`config.mk`:
```
export PLATFORM = sky130hd
export DESIGN_NAME = histogram_mode_finder_unit
export DESIGN_NICKNAME = d
export VERILOG_FILES = /design/src/hdl/hmf_pkg.sv /design/src/hdl/hmf_ram.sv /design/src/hdl/hmf_ctrl.sv /design/src/hdl/hmf_best.sv /design/src/hdl/histogram_mode_finder_unit.sv
export VERILOG_INCLUDE_DIRS = /design/src /design/src/hdl
export SDC_FILE = /design/constraint.sdc
export NUM_CORES = 2
export LEC_CHECK = 0
export BUFFER_PORTS_ARGS = -buffer_cell sky130_fd_sc_hd__clkbuf_2
export CELL_PAD_IN_SITES_DETAIL_PLACEMENT = 1
export CELL_PAD_IN_SITES_GLOBAL_PLACEMENT = 1
export CORE_ASPECT_RATIO = 0.6
export CORE_MARGIN = 2
export CORE_UTILIZATION = 50
export CTS_CLUSTER_DIAMETER = 40
export DETAILED_ROUTE_END_ITERATION = 7
export PLACE_DENSITY = 0.69
export SLEW_MARGIN = 20
export SYNTH_ARGS = -nofsm -noshare
export SYNTH_HDL_FRONTEND = slang
export SYNTH_SLANG_ARGS = --single-unit
```
`constraint.sdc`:
```
create_clock -name clk -period 16.4 [get_ports clk]
set_input_delay 2.46 -clock clk [delete_from_list [all_inputs] [get_ports clk]]
set_output_delay 2.46 -clock clk [all_outputs]
set_load 0.01 [all_outputs]
```
`src/hdl/histogram_mode_finder_unit_defines.svh`:
```
// assertion macros for the histogram mode finder top level
`ifndef HISTOGRAM_MODE_FINDER_UNIT_DEFINES_SVH
`define HISTOGRAM_MODE_FINDER_UNIT_DEFINES_SVH

// same-cycle implication, checked out of reset
`define HMF_ASSERT_IMPLY(label, clk, rst_n, ante, cons, msg) \
    label: assert property (@(posedge clk) disable iff (!rst_n) (ante) |-> (cons)) \
        else $error(msg);

// next-cycle implication, checked out of reset
`define HMF_ASSERT_NEXT(label, clk, rst_n, ante, cons, msg) \
    label: assert property (@(posedge clk) disable iff (!rst_n) (ante) |=> (cons)) \
        else $error(msg);

`endif

```
`src/hdl/hmf_pkg.sv`:
```
`timescale 1ns / 1ps

package hmf_pkg;

    // histogram geometry
    localparam int VALUE_COUNT = 256;
    localparam int COUNT_BITS  = 16;
    localparam int ADDR_BITS   = (VALUE_COUNT > 1) ? $clog2(VALUE_COUNT) : 1;

    // fixed field widths
    localparam int SAMPLE_BITS = 8;
    localparam int RESULT_BITS = 16;

    localparam logic [COUNT_BITS-1:0] COUNT_MAX  = '1;
    localparam logic [ADDR_BITS-1:0]  CLEAR_LAST = ADDR_BITS'(VALUE_COUNT - 1);

    typedef enum logic [1:0] {
        ST_CLEAR,
        ST_IDLE,
        ST_UPDATE
    } state_t;

    // controller strobes towards the datapath
    typedef struct packed {
        logic accept;
        logic update;
        logic clearing;
    } ctl_t;

    // saturate a count to the result field width
    function automatic logic [RESULT_BITS-1:0] sat_result(input logic [COUNT_BITS-1:0] c);
        logic [31:0] w;
        begin
            w = 32'(c);
            sat_result = (w > 32'h0000_FFFF) ? 16'hFFFF : w[RESULT_BITS-1:0];
        end
    endfunction

endpackage

```
`src/hdl/hmf_ram.sv`:
```
`timescale 1ns / 1ps

module hmf_ram #(
    parameter int WIDTH = 16,
    parameter int DEPTH = 256
) (
    input  logic                             clk,
    input  logic                             we,
    input  logic                             re,
    input  logic [$clog2(DEPTH)-1:0]         addr,
    input  logic [WIDTH-1:0]                 wdata,
    output logic [WIDTH-1:0]                 rdata
);

    logic [WIDTH-1:0] mem [DEPTH];
    logic [WIDTH-1:0] rdata_reg;

    // single port, registered read
    always_ff @(posedge clk)
    begin
        if (we)
        begin
            mem[addr] <= wdata;
        end
        if (re)
        begin
            rdata_reg <= mem[addr];
        end
    end

    assign rdata = rdata_reg;

endmodule

```
`src/hdl/hmf_ctrl.sv`:
```
`timescale 1ns / 1ps

module hmf_ctrl (
    input  logic                     clk,
    input  logic                     rst_n,
    input  logic                     s_tvalid,
    input  logic                     item_last,
    input  logic                     out_free,
    output logic                     s_tready,
    output hmf_pkg::ctl_t            ctl,
    output logic [hmf_pkg::ADDR_BITS-1:0] clear_addr
);
    import hmf_pkg::*;

    state_t                state_reg, state_next;
    logic [ADDR_BITS-1:0]  clear_idx_reg, clear_idx_next;
    logic                  proceed;

    // a last transaction waits until the output register can take the result
    assign proceed = !item_last || out_free;

    // next state
    always_comb
    begin
        state_next = state_reg;
        case (state_reg)
            ST_CLEAR:
            begin
                if (clear_idx_reg == CLEAR_LAST)
                begin
                    state_next = ST_IDLE;
                end
            end
            ST_IDLE:
            begin
                if (s_tvalid)
                begin
                    state_next = ST_UPDATE;
                end
            end
            ST_UPDATE:
            begin
                if (proceed)
                begin
                    state_next = item_last ? ST_CLEAR : ST_IDLE;
                end
            end
            default:
            begin
                state_next = ST_CLEAR;
            end
        endcase
    end

    // outputs
    always_comb
    begin
        s_tready     = 1'b0;
        ctl.accept   = 1'b0;
        ctl.update   = 1'b0;
        ctl.clearing = 1'b0;
        case (state_reg)
            ST_CLEAR:
            begin
                ctl.clearing = 1'b1;
            end
            ST_IDLE:
            begin
                s_tready   = 1'b1;
                ctl.accept = s_tvalid;
            end
            ST_UPDATE:
            begin
                ctl.update = proceed;
            end
            default:
            begin
                s_tready = 1'b0;
            end
        endcase
    end

    // sweep pointer, back to zero once a sweep is done
    always_comb
    begin
        clear_idx_next = clear_idx_reg;
        if (ctl.clearing)
        begin
            clear_idx_next = (clear_idx_reg == CLEAR_LAST) ? '0 : clear_idx_reg + 1'b1;
        end
    end

    always_ff @(posedge clk or negedge rst_n)
    begin
        if (!rst_n)
        begin
            state_reg     <= ST_CLEAR;
            clear_idx_reg <= '0;
        end
        else
        begin
            state_reg     <= state_next;
            clear_idx_reg <= clear_idx_next;
        end
    end

    assign clear_addr = clear_idx_reg;

endmodule

```
`src/hdl/hmf_best.sv`:
```
`timescale 1ns / 1ps

module hmf_best (
    input  logic                              clk,
    input  logic                              rst_n,
    input  hmf_pkg::ctl_t                     ctl,
    input  logic [hmf_pkg::SAMPLE_BITS-1:0]   sample_value,
    input  logic                              last_item,
    input  logic [hmf_pkg::COUNT_BITS-1:0]    rd_count,
    output logic                              wr_en,
    output logic [hmf_pkg::ADDR_BITS-1:0]     wr_addr,
    output logic [hmf_pkg::COUNT_BITS-1:0]    wr_count,
    output logic                              item_last,
    output logic [hmf_pkg::SAMPLE_BITS-1:0]   res_value,
    output logic [hmf_pkg::COUNT_BITS-1:0]    res_count
);
    import hmf_pkg::*;

    logic [SAMPLE_BITS-1:0] value_reg;
    logic                   last_reg;
    logic                   in_range;
    logic [COUNT_BITS-1:0]  count_inc;
    logic                   better;
    logic [SAMPLE_BITS-1:0] best_value_reg, best_value_next;
    logic [COUNT_BITS-1:0]  best_count_reg, best_count_next;

    // item register, loaded on the input transaction
    always_ff @(posedge clk)
    begin
        if (ctl.accept)
        begin
            value_reg <= sample_value;
            last_reg  <= last_item;
        end
    end

    assign in_range  = 32'(value_reg) < VALUE_COUNT;
    assign count_inc = (rd_count == COUNT_MAX) ? rd_count : rd_count + 1'b1;

    // write back the raised count
    assign wr_en    = ctl.update && in_range;
    assign wr_addr  = ADDR_BITS'(value_reg);
    assign wr_count = count_inc;

    // strict greater, or equal with a smaller value
    assign better = in_range &&
                    ((count_inc > best_count_reg) ||
                     ((count_inc == best_count_reg) && (value_reg < best_value_reg)));

    assign res_value = better ? value_reg : best_value_reg;
    assign res_count = better ? count_inc : best_count_reg;

    // running best, cleared when the set ends
    always_comb
    begin
        best_value_next = best_value_reg;
        best_count_next = best_count_reg;
        if (ctl.update)
        begin
            if (last_reg)
            begin
                best_value_next = '0;
                best_count_next = '0;
            end
            else
            begin
                best_value_next = res_value;
                best_count_next = res_count;
            end
        end
    end

    always_ff @(posedge clk or negedge rst_n)
    begin
        if (!rst_n)
        begin
            best_value_reg <= '0;
            best_count_reg <= '0;
        end
        else
        begin
            best_value_reg <= best_value_next;
            best_count_reg <= best_count_next;
        end
    end

    assign item_last = last_reg;

endmodule

```
`src/hdl/histogram_mode_finder_unit.sv`:
```
`timescale 1ns / 1ps

// Histogram mode finder: counts each incoming 8-bit value in a 256-entry
// histogram of 16-bit saturating counts held in one single-port memory, and
// on the transaction flagged by s_tlast returns the most frequent value
// (smallest on ties) and its count. For each input transaction the histogram
// entry is read on acceptance; then, in ST_UPDATE, the raised count is
// written back and the running best updated, as the single memory port
// allows one access per cycle. After reset and after every last transaction
// the block sweeps all 256 entries back to zero, one entry per cycle, with
// s_tready low. Results sit in an output register, so a pending result
// does not hold up the next set; only a second last transaction waits for it.
module histogram_mode_finder_unit (
    input  logic         clk,
    input  logic         rst_n,
    input  logic         s_tvalid,
    output logic         s_tready,
    input  logic [7:0]   s_tdata,   // [7:0] sample_value
    input  logic         s_tlast,   // last_item
    output logic         m_tvalid,
    input  logic         m_tready,
    output logic [23:0]  m_tdata    // [7:0] mode_value, [23:8] mode_count
);
    import hmf_pkg::*;

    `include "histogram_mode_finder_unit_defines.svh"

    ctl_t                   ctl;
    logic [ADDR_BITS-1:0]   clear_addr;
    logic                   item_last;
    logic                   out_free;
    logic                   wr_en;
    logic [ADDR_BITS-1:0]   wr_addr;
    logic [COUNT_BITS-1:0]  wr_count;
    logic [COUNT_BITS-1:0]  rd_count;
    logic [SAMPLE_BITS-1:0] res_value;
    logic [COUNT_BITS-1:0]  res_count;
    logic                   ram_we;
    logic [ADDR_BITS-1:0]   ram_addr;
    logic [COUNT_BITS-1:0]  ram_wdata;
    logic                   m_valid_reg, m_valid_next;
    logic [23:0]            m_data_reg;
    logic                   result_load;

    hmf_ctrl u_ctrl (
        .clk        (clk),
        .rst_n      (rst_n),
        .s_tvalid   (s_tvalid),
        .item_last  (item_last),
        .out_free   (out_free),
        .s_tready   (s_tready),
        .ctl        (ctl),
        .clear_addr (clear_addr)
    );

    hmf_best u_best (
        .clk          (clk),
        .rst_n        (rst_n),
        .ctl          (ctl),
        .sample_value (s_tdata[SAMPLE_BITS-1:0]),
        .last_item    (s_tlast),
        .rd_count     (rd_count),
        .wr_en        (wr_en),
        .wr_addr      (wr_addr),
        .wr_count     (wr_count),
        .item_last    (item_last),
        .res_value    (res_value),
        .res_count    (res_count)
    );

    // memory port: sweep, read on accept, or write back
    always_comb
    begin
        ram_we    = wr_en;
        ram_addr  = wr_addr;
        ram_wdata = wr_count;
        if (ctl.clearing)
        begin
            ram_we    = 1'b1;
            ram_addr  = clear_addr;
            ram_wdata = '0;
        end
        else if (ctl.accept)
        begin
            ram_addr = ADDR_BITS'(s_tdata[SAMPLE_BITS-1:0]);
        end
    end

    hmf_ram #(
        .WIDTH (COUNT_BITS),
        .DEPTH (VALUE_COUNT)
    ) u_ram (
        .clk   (clk),
        .we    (ram_we),
        .re    (ctl.accept),
        .addr  (ram_addr),
        .wdata (ram_wdata),
        .rdata (rd_count)
    );

    // output register
    assign out_free    = !m_valid_reg || m_tready;
    assign result_load = ctl.update && item_last;

    always_comb
    begin
        m_valid_next = m_valid_reg;
        if (result_load)
        begin
            m_valid_next = 1'b1;
        end
        else if (m_tready)
        begin
            m_valid_next = 1'b0;
        end
    end

    always_ff @(posedge clk or negedge rst_n)
    begin
        if (!rst_n)
        begin
            m_valid_reg <= 1'b0;
        end
        else
        begin
            m_valid_reg <= m_valid_next;
        end
    end

    always_ff @(posedge clk)
    begin
        if (result_load)
        begin
            m_data_reg <= {sat_result(res_count), res_value};
        end
    end

    assign m_tvalid = m_valid_reg;
    assign m_tdata  = m_data_reg;

    // checks
    `HMF_ASSERT_NEXT(a_one_item_at_a_time, clk, rst_n, s_tvalid && s_tready, !s_tready, "input accepted while an item is in flight")
    `HMF_ASSERT_IMPLY(a_sweep_writes_zero, clk, rst_n, ctl.clearing, ram_we && (ram_wdata == '0) && !s_tready, "histogram sweep not writing zero")
    `HMF_ASSERT_IMPLY(a_empty_mode_is_zero, clk, rst_n, m_tvalid && (m_tdata[23:8] == 16'h0000), m_tdata[7:0] == 8'h00, "zero count with non-zero mode value")
    `HMF_ASSERT_IMPLY(a_no_result_overrun, clk, rst_n, result_load, out_free, "result loaded over a pending result")

endmodule

```
# Word-level counts from Yosys, hierarchy flattened
# Memories as Yosys holds them, arrays and structs flattened. A register that Yosys moved wholly into a read port is not among the register bits.
# Index checks and enable logic that the tools add are counted.
# word_totals
register_bits	68
mem_bits_rw	4096
inputBits	13
output_inout_bits	26
elab_cells	54
mem_count	1
# memory_table
name	depth	word_bits	rd	rd_ports_with_merged_regs	write_ports	line	rtl
u_ram.mem	256	16	1	1	1	hmf_ram.sv:15	logic [WIDTH-1:0] mem [DEPTH];
# classes
n_addsub	2
magnitude_cmp	2
eq_ne	8
n_mux	23
n_reduce_logical	10
# op_table
operator	count
16-bit 2-to-1 mux	4
8-bit 2-to-1 mux	5
16-bit by 1-bit adder with 16-bit output, second input constant	1
16-bit equality test	1
16-bit equality test, second input constant	1
16-bit greater-than comparator	1
1-bit 2-to-1 mux	10
8-bit by 1-bit adder with 8-bit output, second input constant	1
8-bit equality test, second input constant	1
8-bit < comparator	1
2-bit 2-to-1 mux	3
2-bit case mux with 3 select lines	1
2-bit by 1-bit inequality test with 1-bit output, second input constant	2
1-bit logical OR	3
3-bit AND reduction	1
2-bit by 1-bit equality test with 1-bit output, second input constant	1
2-bit equality test, second input constant	1
1-bit logical AND	2
1-bit logical NOT	2
2-bit logical NOT	1
2-bit inequality test, second input constant	1
2-bit nonzero test	1

# Longest topological paths before layout
# logic_depth
depth_word	7
depth_mapped	20
depth_no_buf	17

# Modules after synthesis
# A second synthesis with hierarchy kept.
# unflattened
cells_unflattened	7080
hier_area_um2	159498.0
# by_module_without_submodules
mod	instances	cells_per_inst	area_per_inst_um2	seq_area_each_um2
hmf_ram	1	6727	155559.2	123478.4
hmf_best	1	228	2351.0	870.8
histogram_mode_finder_unit	1	73	1057.3	745.7
hmf_ctrl	1	52	530.5	250.2

# Least setup slack after synthesis
# Ideal clock, no wire load.
# synth_path
path_kind	flip-flop to flip-flop
start	register u_ram.rdata_reg[3], in the netlist u_ram.rdata[3], read port of u_ram.mem
end	memory u_ram.mem[0][13], data pin
setup_ps	1577
arrival_ps	8512
t_required_ps	14823
setup_slack_ps	6311
stages_incl_launch_ff	8
path_buffers	1
synth_period_minus_slack_ps	10089
cell_sequence	edfxtp_1 nand3_1 nor2_1 nand4_1 or3_1 or2_2 clkbuf_1 a21oi_1
# synth_between
elab_chain_cells	3
word_cells_on_any_way	4
cone_classes	add/sub (1); eq/ne (1); mux (2)
# synth_rtl
item	line	rtl
start: declaration	hmf_ram.sv:16	logic [WIDTH-1:0] rdata_reg;
16-bit by 1-bit adder with 16-bit output or 16-bit equality test (tied branches)	hmf_best.sv:38	assign count_inc = (rd_count == COUNT_MAX) ? rd_count : rd_count + 1'b1;
16-bit 2-to-1 mux *	hmf_best.sv:38	
16-bit 2-to-1 mux *	histogram_mode_finder_unit.sv:77	if (ctl.clearing)
named net ram_wdata[13]	histogram_mode_finder_unit.sv:40	logic [COUNT_BITS-1:0] ram_wdata;
end: declaration	hmf_ram.sv:15	
# The timed path passes the listed nets; every way through them passes the cells marked *.

# Final worst setup path
# layout_path
start	input s_tvalid
end	register u_ram.rdata_reg[13], in the netlist u_ram.rdata[13], read port of u_ram.mem, data pin
# layout_between
elab_chain_cells	3
# layout_rtl
item	line	rtl
start: declaration	histogram_mode_finder_unit.sv:16	input logic s_tvalid,
1-bit 2-to-1 mux *	hmf_ctrl.sv:62	case (state_reg)
8-bit 2-to-1 mux	-	
8-bit 2-to-1 mux	histogram_mode_finder_unit.sv:77	
# Mark *: on every way between the ends. The rest lies on a longest branch, timed or not.
# A chain may end at the register's enable or synchronous reset.

==> metrics.txt <==
status finished clean; WL/cell 34.6 µm; largest net degree at the start of global routing 193; Synth area leader edfxtp_1; cell family with most CP delay buffers and inverters; First-pass DRT Iterations 6; Root Buffer clkbuf_16; number of global-route vias before repair 98800; Slew HR 19.9%; CTS tree built; minimum clock period 7.90 ns; core area 325000 µm²; overflow left after global routing 0; Hold Crit Class reg2reg; asr flop ratio synth less than 1%; syn nets 10100; Max clock buf depth 4; Int Power 17600 µW; fillers approximately 30000; CTS Hold Bufs 0; Initial Util 50.3%; GP Congestion 0.886; Mapped Cells approximately 10000; Yosys warning count 0; critical setup path kind in2reg; Worst path max stage delay approximately 0.84 ns; WP depth 15; data arrival time of the critical path 8.66 ns; Buf/Inv on CP 6; peak supply drop 0.000104 V; Crit-path slowest cell nor4_2; worst skew pair latency 1.01 ns; reg-to-reg endpoint u_ram.rdata[15]$_DFFE_PP_; crit-path most repeated cell buf_4; Vias 98200; reg2reg path depth 12; max reg flops 4096; Syn-to-layout area delta 13.5%; Num CTS Buffers 440; register area share after synthesis 76.6%; cell area after layout 186000 µm²; Slew Viols, Final 0; synth top area cells edfxtp_1 76%, mux4_2 6.5%, nand2_1 5.3%; Cell Area, Placed 170000 µm²; clk slew on worst S/H paths approximately 0.070 ns; fin nets around 10000; Syn Area/Cell 16.2 µm²; CP max FO 42; post-cts resize count 0; Die X-Extent 742 µm; share of cells above drive strength 1 around 17%; CP Launch Type primary input; std cell rows 162; share of the synthesized area in the top cell type 76.0%; DP HPWL 309000 µm; Highest Clock Rate roughly 130 MHz; Crit. Startpoint s_tvalid; Die H 447 µm; reg2reg start u_ctrl.state_reg[0]$_DFFE_PN0P_; worst slew pin tran approximately 1.2 ns; R2R setup slack 9.36 ns; drt total wl 524000 µm; first-pass GRT wire length ~740000 µm; initial antenna violation count 25; final setup vio count 0; Total Routing Usage GR approximately 31%; DR iter-0 viols 14000; Final Skew 0.0879 ns; Power Dens Cells 118 nW/µm²; Yosys cell types approximately 90; CP endpoint u_ram.rdata[13]$_DFFE_PP_; Setup Fix Bufs, Post-CTS 0; H-tree depth 5; clk sinks 4180; I/O Buffers 38; I/O Pins 39; Cell Chain, Critical Path clkbuf_2 > nand3b_4 > inv_2 > a21o_1 > nor2_4 > buf_4 > buf_4 > buf_4 > buf_4 > nand2_1 > a21oi_1 > nor4_1 > nor4_2 > nand4_1 > or3_1; Flop pwr share between 50% and 60%; RSZ-0062 raised after global routing false; P_sw 4390 µW; HP Start u_best.best_value_reg[4]$_DFFE_PN0P_; Static Leak 0.0665 µW; crit end category register; Util after Layout 57.1%; Max Cap Viol 0; setup TNS 0 ns; Top reg by flops u_ram.mem; die area 332000 µm²; drt drc 0; CP Data Required Time 17.16 ns; Antenna Nets Post-Route 0; power share of the clock group 47.3%; Mapped Area 163000 µm²; number of synthesized flops with an enable pin 4137; switching share of total power 20.0%; main flop type after synthesis edfxtp_1; via density per instance about 6.5; Synth Register Bits 4180; Hold Fails Final Rpt 0; Tcrit/Tclk final between 40% and 50%; Comb power frac 0%
[cell type report]
| cell class | instances | area, µm² | share of cell area (%) |
|---|---|---|---|
| Sequential cell | 4180 | 125000 | 67.5 |
| Multi-Input combinational cell | 5239 | 35600 | 19.2 |
| Clock buffer | 500 | 11400 | 6.15 |
| Tap cell | 4346 | 5440 | 2.93 |
| Timing Repair Buffer | 523 | 4270 | 2.30 |
| Clock inverter | 299 | 3460 | 1.86 |
| Inverter | 32 | 120 | 0.0647 |
| Antenna cell | 9 | 22.5 | 0.0121 |
[worst min-delay path by stage]
stage                     slack [ns]  depth (start not counted)                               endpoint
final                           0.51                          1   u_best.best_value_reg[4]$_DFFE_PN0P_
after detailed placement        0.49                          1  u_best.best_count_reg[14]$_DFFE_PN0P_
after global routing            0.53                          1   u_best.best_value_reg[3]$_DFFE_PN0P_
after CTS                       0.51                          1   u_best.best_value_reg[4]$_DFFE_PN0P_
after floorplan                 0.47                          2              u_best.wr_addr[2]$_DFF_P_
after global placement          0.49                          1  u_best.best_count_reg[10]$_DFFE_PN0P_
[cells in the final DEF, fill, tap and decap left out, types with 26 or more instances in the layout]
| master | count |
|---|---|
| clkbuf_16 | 448 |
| o22ai_1 | 73 |
| clkinvlp_4 | 40 |
| nor2_1 | 281 |
| a31oi_1 | 325 |
| edfxtp_1 | 4137 |
| a22o_1 | 26 |
| mux2i_1 | 191 |
| buf_4 | 450 |
| a21oi_1 | 77 |
| nand4_1 | 76 |
| nand3_1 | 646 |
| a21o_1 | 34 |
| o21ai_0 | 27 |
| clkbuf_2 | 37 |
| o2111ai_1 | 60 |
| a32oi_1 | 101 |
| a22oi_1 | 43 |
| and3_1 | 177 |
| mux4_2 | 470 |
| inv_6 | 38 |
| clkbuf_1 | 52 |
| dfrtp_1 | 35 |
| clkinv_1 | 53 |
| nand2_1 | 2276 |
| clkinv_2 | 63 |
| clkinv_4 | 33 |
| inv_1 | 31 |
| buf_12 | 26 |
| bufinv_16 | 62 |
[per-layer routing]
metal | wire length [µm] | share of wire, % | track usage, % | up-vias
li1 | - | - | - | 39600
met1 | 217000 | 41 | 46.7 | 52200
met2 | 229000 | 44 | 45.7 | 5575
met3 | 60800 | 12 | 7.99 | 825
met4 | 16600 | 3.2 | 9.15 | 18
met5 | 110 | 0.021 | 0 | -
[logic make-up after synthesis]
family	share of synthesized area [%]
simple gates	9.53
fa+ha+maj	0.191
mux	7.73
xor+xnor	0.0696
buf+inv	1.97
compound gates	3.88
flops	76.6
[through the flow]
step | power [µW] | cells | hold WS (ns) | setup slack [ns]
after floorplan | 11800 | 10100 | 0.471 | 6.31
after global placement | 11800 | 14300 | 0.489 | 7.44
after detailed placement | 11800 | 14300 | 0.493 | 7.59
after CTS | 22000 | 15100 | 0.511 | 8.66
after global routing | 22400 | 15100 | 0.531 | 8.35
final | 22000 | 15100 | 0.510 | 8.50
[synthesized netlist by cell type, drive strengths merged, types with 40 or more instances]
cell type  count
o21ai         40
and3         177
mux2i        191
a22oi         43
nor2         313
mux4         470
o2111ai       60
a31oi        325
a32oi        101
nand4         77
edfxtp      4137
buf          373
a21oi         80
clkbuf       244
o22ai         74
nand3        650
nand2       2293
[power by group through the flow]
stage | Clock, µW | Sequential [µW] | Combinational (µW)
floorplan | 0 | 11800 | 0.993
global placement | 0 | 11800 | 5.82
detailed placement | 0 | 11800 | 5.88
CTS | 10500 | 11600 | 5.92
global route | 10900 | 11500 | 6.32
finish | 10400 | 11600 | 5.72
No activity file was read; power rests on OpenSTA's default activity.
